### config.mk
export PLATFORM = sky130hd
export DESIGN_NAME = lcd_thermometer_clock_display_unit
export DESIGN_NICKNAME = d
export VERILOG_FILES = /design/src/rtl/ltcd_pkg.sv /design/src/rtl/lcd_thermometer_clock_display_unit.sv
export SDC_FILE = /design/constraint.sdc
export NUM_CORES = 1
export LEC_CHECK = 0
export ABC_AREA = 0
export BUFFER_PORTS_ARGS = -buffer_cell sky130_fd_sc_hd__buf_2
export CAP_MARGIN = 10
export CORE_AREA = 10 10 176 178
export CTS_BUF_LIST = sky130_fd_sc_hd__clkbuf_4
export CTS_CLUSTER_DIAMETER = 150
export DETAILED_ROUTE_END_ITERATION = 7
export DIE_AREA = 0 0 186 188
export MAX_ROUTING_LAYER = met4
export PLACE_DENSITY = 0.8
export SYNTH_ARGS = -nofsm -noshare
export SYNTH_HDL_FRONTEND = slang
export SYNTH_SLANG_ARGS = --single-unit
### constraint.sdc
create_clock -name clk -period 5.12 [get_ports clk]
set_input_delay 1.28 -clock clk [delete_from_list [all_inputs] [get_ports clk]]
set_output_delay 1.28 -clock clk [all_outputs]
set_load 0.01 [all_outputs]
### src/rtl/ltcd_pkg.sv
// ----------------------------------------------------------------------------
// ltcd_pkg
// Shared types, constants and segment tables for the thermometer/clock display.
// ----------------------------------------------------------------------------
package ltcd_pkg;

	localparam int unsigned COUNT_W = 16;
	localparam int unsigned TEMP_W  = 16;
	localparam int unsigned BTN_W   = 6;
	localparam int unsigned ADDR_W  = 6;
	localparam int unsigned NIB_W   = 4;
	localparam int unsigned WORDS   = 12;
	localparam int unsigned WORD_W  = $clog2(WORDS);
	localparam int unsigned HOUR_W  = 5;
	localparam int unsigned MINT_W  = 11;
	localparam int unsigned DEC2_W  = 7;

	localparam logic [WORD_W-1:0] LAST_WORD = WORD_W'(WORDS - 1);

	localparam logic [COUNT_W-1:0] LIMIT_SECONDS = 16'd43200;
	localparam logic [COUNT_W-1:0] SEC_PER_HOUR  = 16'd3600;
	localparam logic [COUNT_W-1:0] SEC_PER_MIN   = 16'd60;

	// exact floor division of any 16-bit value by reciprocal multiply
	localparam logic [16:0] HOUR_RECIP = 17'd74566;
	localparam int unsigned HOUR_SHIFT = 28;
	localparam logic [16:0] MIN_RECIP  = 17'd69906;
	localparam int unsigned MIN_SHIFT  = 22;

	// raw * 6.25 splits into raw / 16 (hundreds part) and 25 * (raw % 16) / 4
	localparam logic [11:0]       TEMP_SAT_WHOLE = 12'd100;
	localparam logic [DEC2_W-1:0] TEMP_SAT_PART  = 7'd99;
	localparam logic [8:0]        TEMP_FRAC_MUL  = 9'd25;

	localparam logic [NIB_W-1:0] SEG_DOT = 4'h2;

	localparam int unsigned BTN_SLEEP    = 0;
	localparam int unsigned BTN_TEMP     = 1;
	localparam int unsigned BTN_MIN_SEC  = 2;
	localparam int unsigned BTN_ADD_MIN  = 3;
	localparam int unsigned BTN_HOUR     = 4;
	localparam int unsigned BTN_ADD_HOUR = 5;

	typedef enum logic [1:0] {
		OP_TICK    = 2'd0,
		OP_BUTTONS = 2'd1,
		OP_REFRESH = 2'd2
	} op_t;

	typedef enum logic [1:0] {
		MODE_TEMP    = 2'd0,
		MODE_MIN_SEC = 2'd1,
		MODE_HOUR    = 2'd2
	} mode_t;

	// three nibbles of one digit, part 0 in the low bits
	function automatic logic [3*NIB_W-1:0] seg_plain(input logic [NIB_W-1:0] d);
		logic [3*NIB_W-1:0] s;
		case (d)
			4'd0, 4'd10: s = 12'hCAC;
			4'd1, 4'd11: s = 12'hC00;
			4'd2, 4'd12: s = 12'h8E4;
			4'd3, 4'd13: s = 12'hCE0;
			4'd4, 4'd14: s = 12'hC48;
			4'd5, 4'd15: s = 12'h4E8;
			4'd6:        s = 12'h4EC;
			4'd7:        s = 12'hC80;
			4'd8:        s = 12'hCEC;
			4'd9:        s = 12'hCE8;
			default:     s = '0;
		endcase
		return s;
	endfunction

	// tens and ones of a value below 128
	function automatic logic [2*NIB_W-1:0] split_dec(input logic [DEC2_W-1:0] v);
		logic [14:0]       p;
		logic [NIB_W-1:0]  tens;
		logic [DEC2_W-1:0] ones;
		p    = 15'(v) * 15'd205;
		tens = p[14:11];
		ones = v - 7'(7'(tens) * 7'd10);
		return {tens, ones[NIB_W-1:0]};
	endfunction

endpackage

### src/rtl/lcd_thermometer_clock_display_unit.sv
// ----------------------------------------------------------------------------
// lcd_thermometer_clock_display_unit
// Refresh path: registered through stages s1 to s4, then loaded into the
// nibble shift register. Output: one word per cycle while m_tready is high;
// a refresh produces 12 words. Ticks and buttons update state when accepted.
// Reset: clears the seconds count, mode (temperature), sleep and all valids.
// ----------------------------------------------------------------------------
module lcd_thermometer_clock_display_unit (
	input  logic        clk,
	input  logic        arst_n,
	input  logic        s_tvalid,
	output logic        s_tready,
	input  logic [23:0] s_tdata,   // buttons[5:0], temp_raw[21:6], zero pad
	input  logic [1:0]  s_tuser,   // opcode[1:0]
	output logic        m_tvalid,
	input  logic        m_tready,
	output logic [15:0] m_tdata,   // lcd_address[5:0], segment_nibble[9:6], zero pad
	output logic        m_tlast
);
	import ltcd_pkg::*;

	logic [BTN_W-1:0]   buttons;
	logic [TEMP_W-1:0]  temp_raw;
	logic               in_fire, out_fire, push;

	logic [COUNT_W-1:0] count_q, count_d, val_d;
	mode_t              mode_q, mode_d;
	logic               asleep_q, asleep_d;

	logic               v_s1, v_s2, v_s3, v_s4;
	logic               en1, en2, en3, en4, ld, ser_free;

	logic [COUNT_W-1:0] val_s1;
	mode_t              mode_s1, mode_s2, mode_s3, mode_s4;

	logic [32:0]        hr_prod, min_prod;
	logic               temp_sat;
	logic [8:0]         frac_prod;
	logic [HOUR_W-1:0]  hr_s2;
	logic [MINT_W-1:0]  min_s2;
	logic [COUNT_W-1:0] cnt_s2;
	logic [DEC2_W-1:0]  thi_s2, tlo_s2;

	logic [MINT_W-1:0]  mn_wide;
	logic [COUNT_W-1:0] sc_wide;
	logic [DEC2_W-1:0]  hi_d, lo_d, hi_s3, lo_s3;

	logic [2*NIB_W-1:0] hi_dig, lo_dig;
	logic [NIB_W-1:0]   dig_s4 [4];

	logic [3*NIB_W-1:0] seg0, seg1, seg2, seg3;
	logic [WORDS*NIB_W-1:0] ser_d, ser_q;
	logic [WORD_W-1:0]  word_q;
	logic               busy_q;

	assign buttons  = s_tdata[BTN_W-1:0];
	assign temp_raw = s_tdata[BTN_W +: TEMP_W];

	// stall chain
	assign out_fire = m_tvalid && m_tready;
	assign ser_free = !busy_q || (out_fire && m_tlast);
	assign ld       = v_s4 && ser_free;
	assign en4      = !v_s4 || ld;
	assign en3      = !v_s3 || en4;
	assign en2      = !v_s2 || en3;
	assign en1      = !v_s1 || en2;
	assign s_tready = en1;
	assign in_fire  = s_tvalid && s_tready;
	assign push     = in_fire && (s_tuser == OP_REFRESH) && !asleep_q;

	// event state
	always_comb begin
		count_d  = count_q;
		mode_d   = mode_q;
		asleep_d = asleep_q;
		val_d    = temp_raw;
		case (s_tuser)
			OP_TICK: begin
				count_d = count_q + 16'd1;
			end
			OP_BUTTONS: begin
				count_d = count_q
					+ (buttons[BTN_ADD_MIN]  ? SEC_PER_MIN  : 16'd0)
					+ (buttons[BTN_ADD_HOUR] ? SEC_PER_HOUR : 16'd0);
				if (buttons[BTN_HOUR]) begin
					mode_d = MODE_HOUR;
				end else if (buttons[BTN_MIN_SEC]) begin
					mode_d = MODE_MIN_SEC;
				end else if (buttons[BTN_TEMP]) begin
					mode_d = MODE_TEMP;
				end
				if (buttons[BTN_TEMP] || buttons[BTN_MIN_SEC] || buttons[BTN_HOUR]) begin
					asleep_d = 1'b0;
				end else if (buttons[BTN_SLEEP]) begin
					asleep_d = 1'b1;
				end
			end
			OP_REFRESH: begin
				if (!asleep_q && (mode_q == MODE_MIN_SEC || mode_q == MODE_HOUR)) begin
					if (count_q > LIMIT_SECONDS) begin
						count_d = '0;
					end
					val_d = (count_q > LIMIT_SECONDS) ? '0 : count_q;
				end
			end
			default: begin
			end
		endcase
	end

	always_ff @(posedge clk or negedge arst_n) begin
		if (!arst_n) begin
			count_q  <= '0;
			mode_q   <= MODE_TEMP;
			asleep_q <= 1'b0;
		end else if (in_fire) begin
			count_q  <= count_d;
			mode_q   <= mode_d;
			asleep_q <= asleep_d;
		end
	end

	// stage 2: hours, total minutes, temperature parts
	assign hr_prod   = 33'(val_s1) * 33'(HOUR_RECIP);
	assign min_prod  = 33'(val_s1) * 33'(MIN_RECIP);
	assign temp_sat  = val_s1[TEMP_W-1:4] >= TEMP_SAT_WHOLE;
	assign frac_prod = 9'(val_s1[3:0]) * TEMP_FRAC_MUL;

	// stage 3: minutes, seconds, select the two-digit pair
	assign mn_wide = min_s2 - 11'(11'(hr_s2) * 11'(SEC_PER_MIN));
	assign sc_wide = cnt_s2 - 16'(16'(min_s2) * SEC_PER_MIN);

	always_comb begin
		case (mode_s2)
			MODE_MIN_SEC: begin
				hi_d = mn_wide[DEC2_W-1:0];
				lo_d = sc_wide[DEC2_W-1:0];
			end
			MODE_HOUR: begin
				hi_d = DEC2_W'(hr_s2);
				lo_d = '0;
			end
			default: begin
				hi_d = thi_s2;
				lo_d = tlo_s2;
			end
		endcase
	end

	assign hi_dig = split_dec(hi_s3);
	assign lo_dig = split_dec(lo_s3);

	always_ff @(posedge clk or negedge arst_n) begin
		if (!arst_n) begin
			v_s1 <= 1'b0;
			v_s2 <= 1'b0;
			v_s3 <= 1'b0;
			v_s4 <= 1'b0;
		end else begin
			if (en1) begin
				v_s1 <= push;
			end
			if (en2) begin
				v_s2 <= v_s1;
			end
			if (en3) begin
				v_s3 <= v_s2;
			end
			if (en4) begin
				v_s4 <= v_s3;
			end
		end
	end

	always_ff @(posedge clk) begin
		if (en1) begin
			val_s1  <= val_d;
			mode_s1 <= mode_q;
		end
		if (en2) begin
			mode_s2 <= mode_s1;
			hr_s2   <= hr_prod[HOUR_SHIFT +: HOUR_W];
			min_s2  <= min_prod[MIN_SHIFT +: MINT_W];
			cnt_s2  <= val_s1;
			thi_s2  <= temp_sat ? TEMP_SAT_PART : val_s1[4 +: DEC2_W];
			tlo_s2  <= temp_sat ? TEMP_SAT_PART : frac_prod[8:2];
		end
		if (en3) begin
			mode_s3 <= mode_s2;
			hi_s3   <= hi_d;
			lo_s3   <= lo_d;
		end
		if (en4) begin
			mode_s4   <= mode_s3;
			dig_s4[0] <= hi_dig[2*NIB_W-1:NIB_W];
			dig_s4[1] <= hi_dig[NIB_W-1:0];
			dig_s4[2] <= lo_dig[2*NIB_W-1:NIB_W];
			dig_s4[3] <= lo_dig[NIB_W-1:0];
		end
	end

	// nibble image, word 0 in the low bits
	assign seg0 = seg_plain(dig_s4[0]);
	assign seg1 = seg_plain(dig_s4[1]);
	assign seg2 = seg_plain(dig_s4[2]) | {SEG_DOT, 4'h0, SEG_DOT};
	assign seg3 = seg_plain(dig_s4[3]) | {SEG_DOT, 8'h00};

	always_comb begin
		case (mode_s4)
			MODE_HOUR: ser_d = {12'h000, seg1, seg0, 12'h000};
			default:   ser_d = {seg3, seg2, seg1, seg0};
		endcase
	end

	always_ff @(posedge clk or negedge arst_n) begin
		if (!arst_n) begin
			busy_q <= 1'b0;
			word_q <= '0;
		end else if (ld) begin
			busy_q <= 1'b1;
			word_q <= '0;
		end else if (out_fire) begin
			if (m_tlast) begin
				busy_q <= 1'b0;
			end else begin
				word_q <= word_q + 1'b1;
			end
		end
	end

	always_ff @(posedge clk) begin
		if (ld) begin
			ser_q <= ser_d;
		end else if (out_fire) begin
			ser_q <= ser_q >> NIB_W;
		end
	end

	assign m_tvalid = busy_q;
	assign m_tlast  = (word_q == LAST_WORD);
	assign m_tdata  = {6'b0, ser_q[NIB_W-1:0], 1'b0, word_q, 1'b1};

`ifndef SYNTHESIS
	a_word_range: assert property (@(posedge clk) disable iff (!arst_n)
		m_tvalid |-> word_q <= LAST_WORD)
		else $error("word index past last word");

	a_sleep_drop: assert property (@(posedge clk) disable iff (!arst_n)
		(in_fire && s_tuser == OP_REFRESH && asleep_q) |=> !v_s1)
		else $error("refresh entered pipeline while asleep");

	a_sec_bound: assert property (@(posedge clk) disable iff (!arst_n)
		(v_s3 && mode_s3 == MODE_MIN_SEC) |-> (lo_s3 < 7'd60 && hi_s3 < 7'd60))
		else $error("minutes or seconds out of range");

	a_load_start: assert property (@(posedge clk) disable iff (!arst_n)
		ld |=> (m_tvalid && word_q == '0))
		else $error("refresh burst did not start at first word");
`endif

endmodule
==> results by stage <==
Floorplanning:
- The top-level I/O count is 49.
- The floorplan step defined a die boundary enclosing 35,000 um2.
- The number of placement rows is 61.
- The die extent in x is 186 um.
- The initial standard-cell utilization of the core is 0.593.
- The area of the placeable core is 27,500 um2.
- The die is 188 um tall.

CTS:
- The total of hold buffers inserted after clock tree synthesis is 0.
- The count of clock tree sinks is 151.
- The later pin in the worst-skew pair is clocked with a latency of 580 ps.
- TritonCTS built the clock tree.
- The clock tree buffer depth is 2.
- Clock-pin slew was measured on the worst setup and hold paths at 160 ps.
- The number of clock buffers inserted by TritonCTS is 17.
- The master cell of the clock root buffer is sky130_fd_sc_hd__clkbuf_4.
- The H-tree was split into 4 levels.

STA:
- The count of pins over their slew limit is 0.
- After layout, the minimum clock period comes to 5020 ps.
- Setup violations remaining at the end of the flow were counted as 0.
- The number of hold violations in the final report is 0.
- Static timing analysis puts the maximum clock frequency at 0.199 GHz.
- The final cycle utilization of the critical path is 0.981.
- Setup repair after global routing could not meet its margin everywhere.
- The headroom to the max-slew limit is 0.417.
- The actual slew at the worst max-slew pin is 872 ps.
- The final worst clock skew is 31.5 ps.

Outcome:
- The run finished with clean final reports.

Critical path:
- The number of buffer and inverter stages on the critical path is 6.
- STA puts the critical path data required time at 5470 ps.
- The classification of the worst setup path is flop to flop.
- The worst setup path is captured at a flop.
- The cell that appears most often on the critical path is sky130_fd_sc_hd__fa_1.
- In this design, the stage delay of the slowest critical-path cell is 540 ps.
- The slowest stage of the critical path belongs to the cell sky130_fd_sc_hd__fa_1.
- In this run the worst path has a maximum fanout of 3.
- Traced cell by cell, the critical path runs through buf_6 > ha_1 > ha_1 > inv_1 > fa_1 > inv_2 > fa_1 > inv_2 > fa_1 > fa_1 > inv_2 > ha_4 > buf_4 > a211oi_2 > o31ai_4 > a211oi_1 > o31ai_1 > a221oi_2 > xnor2_1.
- The worst setup path is launched from a flop.
- The data arrival time of the critical path is 5370 ps.
- The cell family contributing the most delay on the critical path is adder cells.

Detailed routing:
- After detailed routing, the number of vias per cell comes to 5.80.
- In the final routed layout, each cell accounts on average for 17.0 um.
- The total number of vias is 11,800.
- The total wire length is 34.5 mm.
- Summed over all nets, wire length on met3 after detailed routing comes to 1.41 mm.
- The routed length on met1 is 14.7 mm.
- The highest metal layer carrying signal wires in the routed design is met4.
- In the routed design, unresolved DRC markers number 0.
- The antenna violation net count after detailed routing is 0.
- The number of DRC markers after the initial detailed-route iteration is 713.
- The number of detailed-route iterations in the first pass is 5.
- Detailed routing placed a total of 17.3 mm of wire on met2.

Logic synthesis:
- The sequential cell area fraction in the yosys report is 0.270.
- The synthesized area per cell is 10.1 um2.
- The prevailing post-synth register cell is sky130_fd_sc_hd__edfxtp_1.
- After synthesis the netlist holds a flip-flop and latch count of 151.
- The netlist uses 73 different library cells.
- The number of enable-type register cells in the synthesized netlist is 123.
- The synthesized cell area is 16,300 um2.
- The instance count of the mapped netlist is 1,607.
- The proportion of register bits with asynchronous set or reset after synthesis is 0.185.
- The count of synthesis-stage warnings from yosys is 0.

Placed design:
- The standard cell area after detailed placement is 17,000 um2.
- Summed over all nets, the half-perimeter wirelength after detailed placement is 27.6 mm.
- Routability-driven placement finished with a final weighted congestion of 0.944.
- The count of input and output buffers is 37.

Final layout:
- Fill cells in the final layout number 2,144.
- Of the cells placed in the final design, the portion with a size suffix greater than 1 is 0.0982.
- Summing all non-filler instances in the final layout gives an area of 17,600 um2.
- The layout net count is 2,151.
- From synthesis to final layout, the design area changed by 7.87%.

Min path:
- The worst hold path class is flop to flop.

GRT:
- The largest net degree at the start of global routing is 54.
- The global routing usage summed across all routing layers is 0.205.
- For this run the aggregate overflow at the end of global routing stands at 0.
- The number of global-route vias before repair is 12,300.
- The first global-routing pass estimated 57.1 mm of wire.
- The number of antenna violations at the first check in global routing is 1.

Job:
- The tool flagged a number of max-cap violations equal to 0.
worst register-to-register path, cell delays in order, from the launching register on:
cell                       delay (ps)
sky130_fd_sc_hd__edfxtp_1         470
sky130_fd_sc_hd__buf_6            150
sky130_fd_sc_hd__ha_1             180
sky130_fd_sc_hd__ha_1             270
sky130_fd_sc_hd__inv_1             50
sky130_fd_sc_hd__fa_1             540
sky130_fd_sc_hd__inv_2             40
sky130_fd_sc_hd__fa_1             500
sky130_fd_sc_hd__inv_2             40
sky130_fd_sc_hd__fa_1             470
sky130_fd_sc_hd__fa_1             500
sky130_fd_sc_hd__inv_2             50
sky130_fd_sc_hd__ha_4             210
sky130_fd_sc_hd__buf_4            130
sky130_fd_sc_hd__a211oi_2         300
sky130_fd_sc_hd__o31ai_4          140
sky130_fd_sc_hd__a211oi_1         270
sky130_fd_sc_hd__o31ai_1          140
sky130_fd_sc_hd__a221oi_2         260
sky130_fd_sc_hd__xnor2_1          100
cell families (layout without fill, tap and decap cells):
kind of cell,after synthesis,in the layout,synth area share
flops,151,151,0.270
simple gates,305,305,0.0943
mux,16,16,0.0102
xor+xnor,61,61,0.0345
buf+inv,319,385,0.0768
fa+ha+maj,454,454,0.395
other cells,2,14,0.000461
compound gates,299,299,0.119
path summary, 6_finish.rpt:
path	start	to	slack, ps	cells past startpoint
max reg2reg	val_s1[8]	hr_s2[4]	100	19
min reg2reg	mode_s3[0]	mode_s4[0]	450	0
max in group asynchronous	arst_n	m_tvalid	3930	1
min	mode_s3[0]	mode_s4[0]	450	0
max	val_s1[8]	hr_s2[4]	100	19
min in group asynchronous	arst_n	word_q[2]	720	1
cells in the mapped netlist (all sizes together) (5+ instances only):
library cell,count,area (um2)
o211ai,10,75.1
xor2,18,158
dfrtp,28,701
and2,19,119
mux2,5,56.3
nand3,25,130
a31oi,11,68.8
nor4,8,62.6
nor2,41,154
a22oi,14,105
nand2b,21,131
and3,5,31.3
or2,6,37.5
buf,19,123
nor2b,13,81.3
a211oi,14,105
or4,6,48.8
a22o,21,184
clkbuf,35,133
o221ai,5,43.8
nand4,12,75.1
a21oi,74,370
xnor2,41,359
mux2i,11,110
a221oi,8,70.1
nor3,28,140
ha,354,4430
o21ai,74,370
fa,100,2000
inv,265,995
a21o,22,165
nand2,105,394
o31ai,14,105
edfxtp,123,3690
routing by layer:
layer  vias up  track usage
met1      5685        0.244
met3        87       0.0296
met5         -            -
li1       5711            -
met4         0       0.0831
met2       301        0.342
cell usage in the layout, fill, tap and decap left out, drive strengths merged, types with 13 or more instances in the layout:
cell,netlist,routed
dfrtp,28,28
clkbuf,35,18
a21o,22,22
a211oi,14,14
a22oi,14,14
nand2,105,105
xnor2,41,41
o31ai,14,14
fa,100,100
o21ai,74,74
edfxtp,123,123
nand2b,21,21
nor2,41,41
inv,265,273
buf,19,88
a21oi,74,74
and2,19,19
nor2b,13,13
xor2,18,18
nand3,25,25
nor3,28,28
a22o,21,21
ha,354,354
what timing repair did:
| action | CTS | global route |
|---|---|---|
| pin swaps | 0 | 18 |
| setup buffers | 0 | 9 |
| endpoints found under the setup margin | 1 | 6 |
| gates resized for setup | 1 | 33 |
flip-flops by register name, indices dropped and copies added (netlist names), 4 cells and up:
| register | flops |
|---|---|
| ser_q | 36 |
| count_q | 16 |
| dig_s4 | 16 |
| val_s1 | 16 |
| cnt_s2 | 7 |
| hi_s3 | 7 |
| lo_s3 | 7 |
| min_s2 | 7 |
| thi_s2 | 7 |
| tlo_s2 | 7 |
| hr_s2 | 5 |
| word_q | 4 |
stage by stage:
step / setup WS [ps] / hold slack [ps] / setup TNS, ps / instances / utilization
final: 95.6 / 454 / 0 / 2031 / 0.639
after global routing: -74.6 / 472 / -117 / 2031 / 0.639
after CTS: 18.8 / 454 / 0 / 2017 / 0.629
after detailed placement: -10.7 / 405 / -10.7 / 1985 / 0.618
after global placement: 7.25 / 401 / 0 / 1985 / 0.618
after floorplan: 153 / 400 / 0 / 1614 / -
layout make-up:
class | count | area [um2] | share of cell area
repair buffers | 88 | 583 | 0.0332
multi-input cells | 1144 | 10900 | 0.618
clock inverters | 14 | 159 | 0.00904
clock buffers | 18 | 135 | 0.00769
diodes | 5 | 12.5 | 0.000712
flip-flops and latches | 151 | 4390 | 0.250
inverters | 265 | 995 | 0.0566
well taps | 346 | 433 | 0.0246
Power is left out: the tool's default activity adds up to more than one toggle a clock period on the data nets, which glitch-free logic cannot reach.
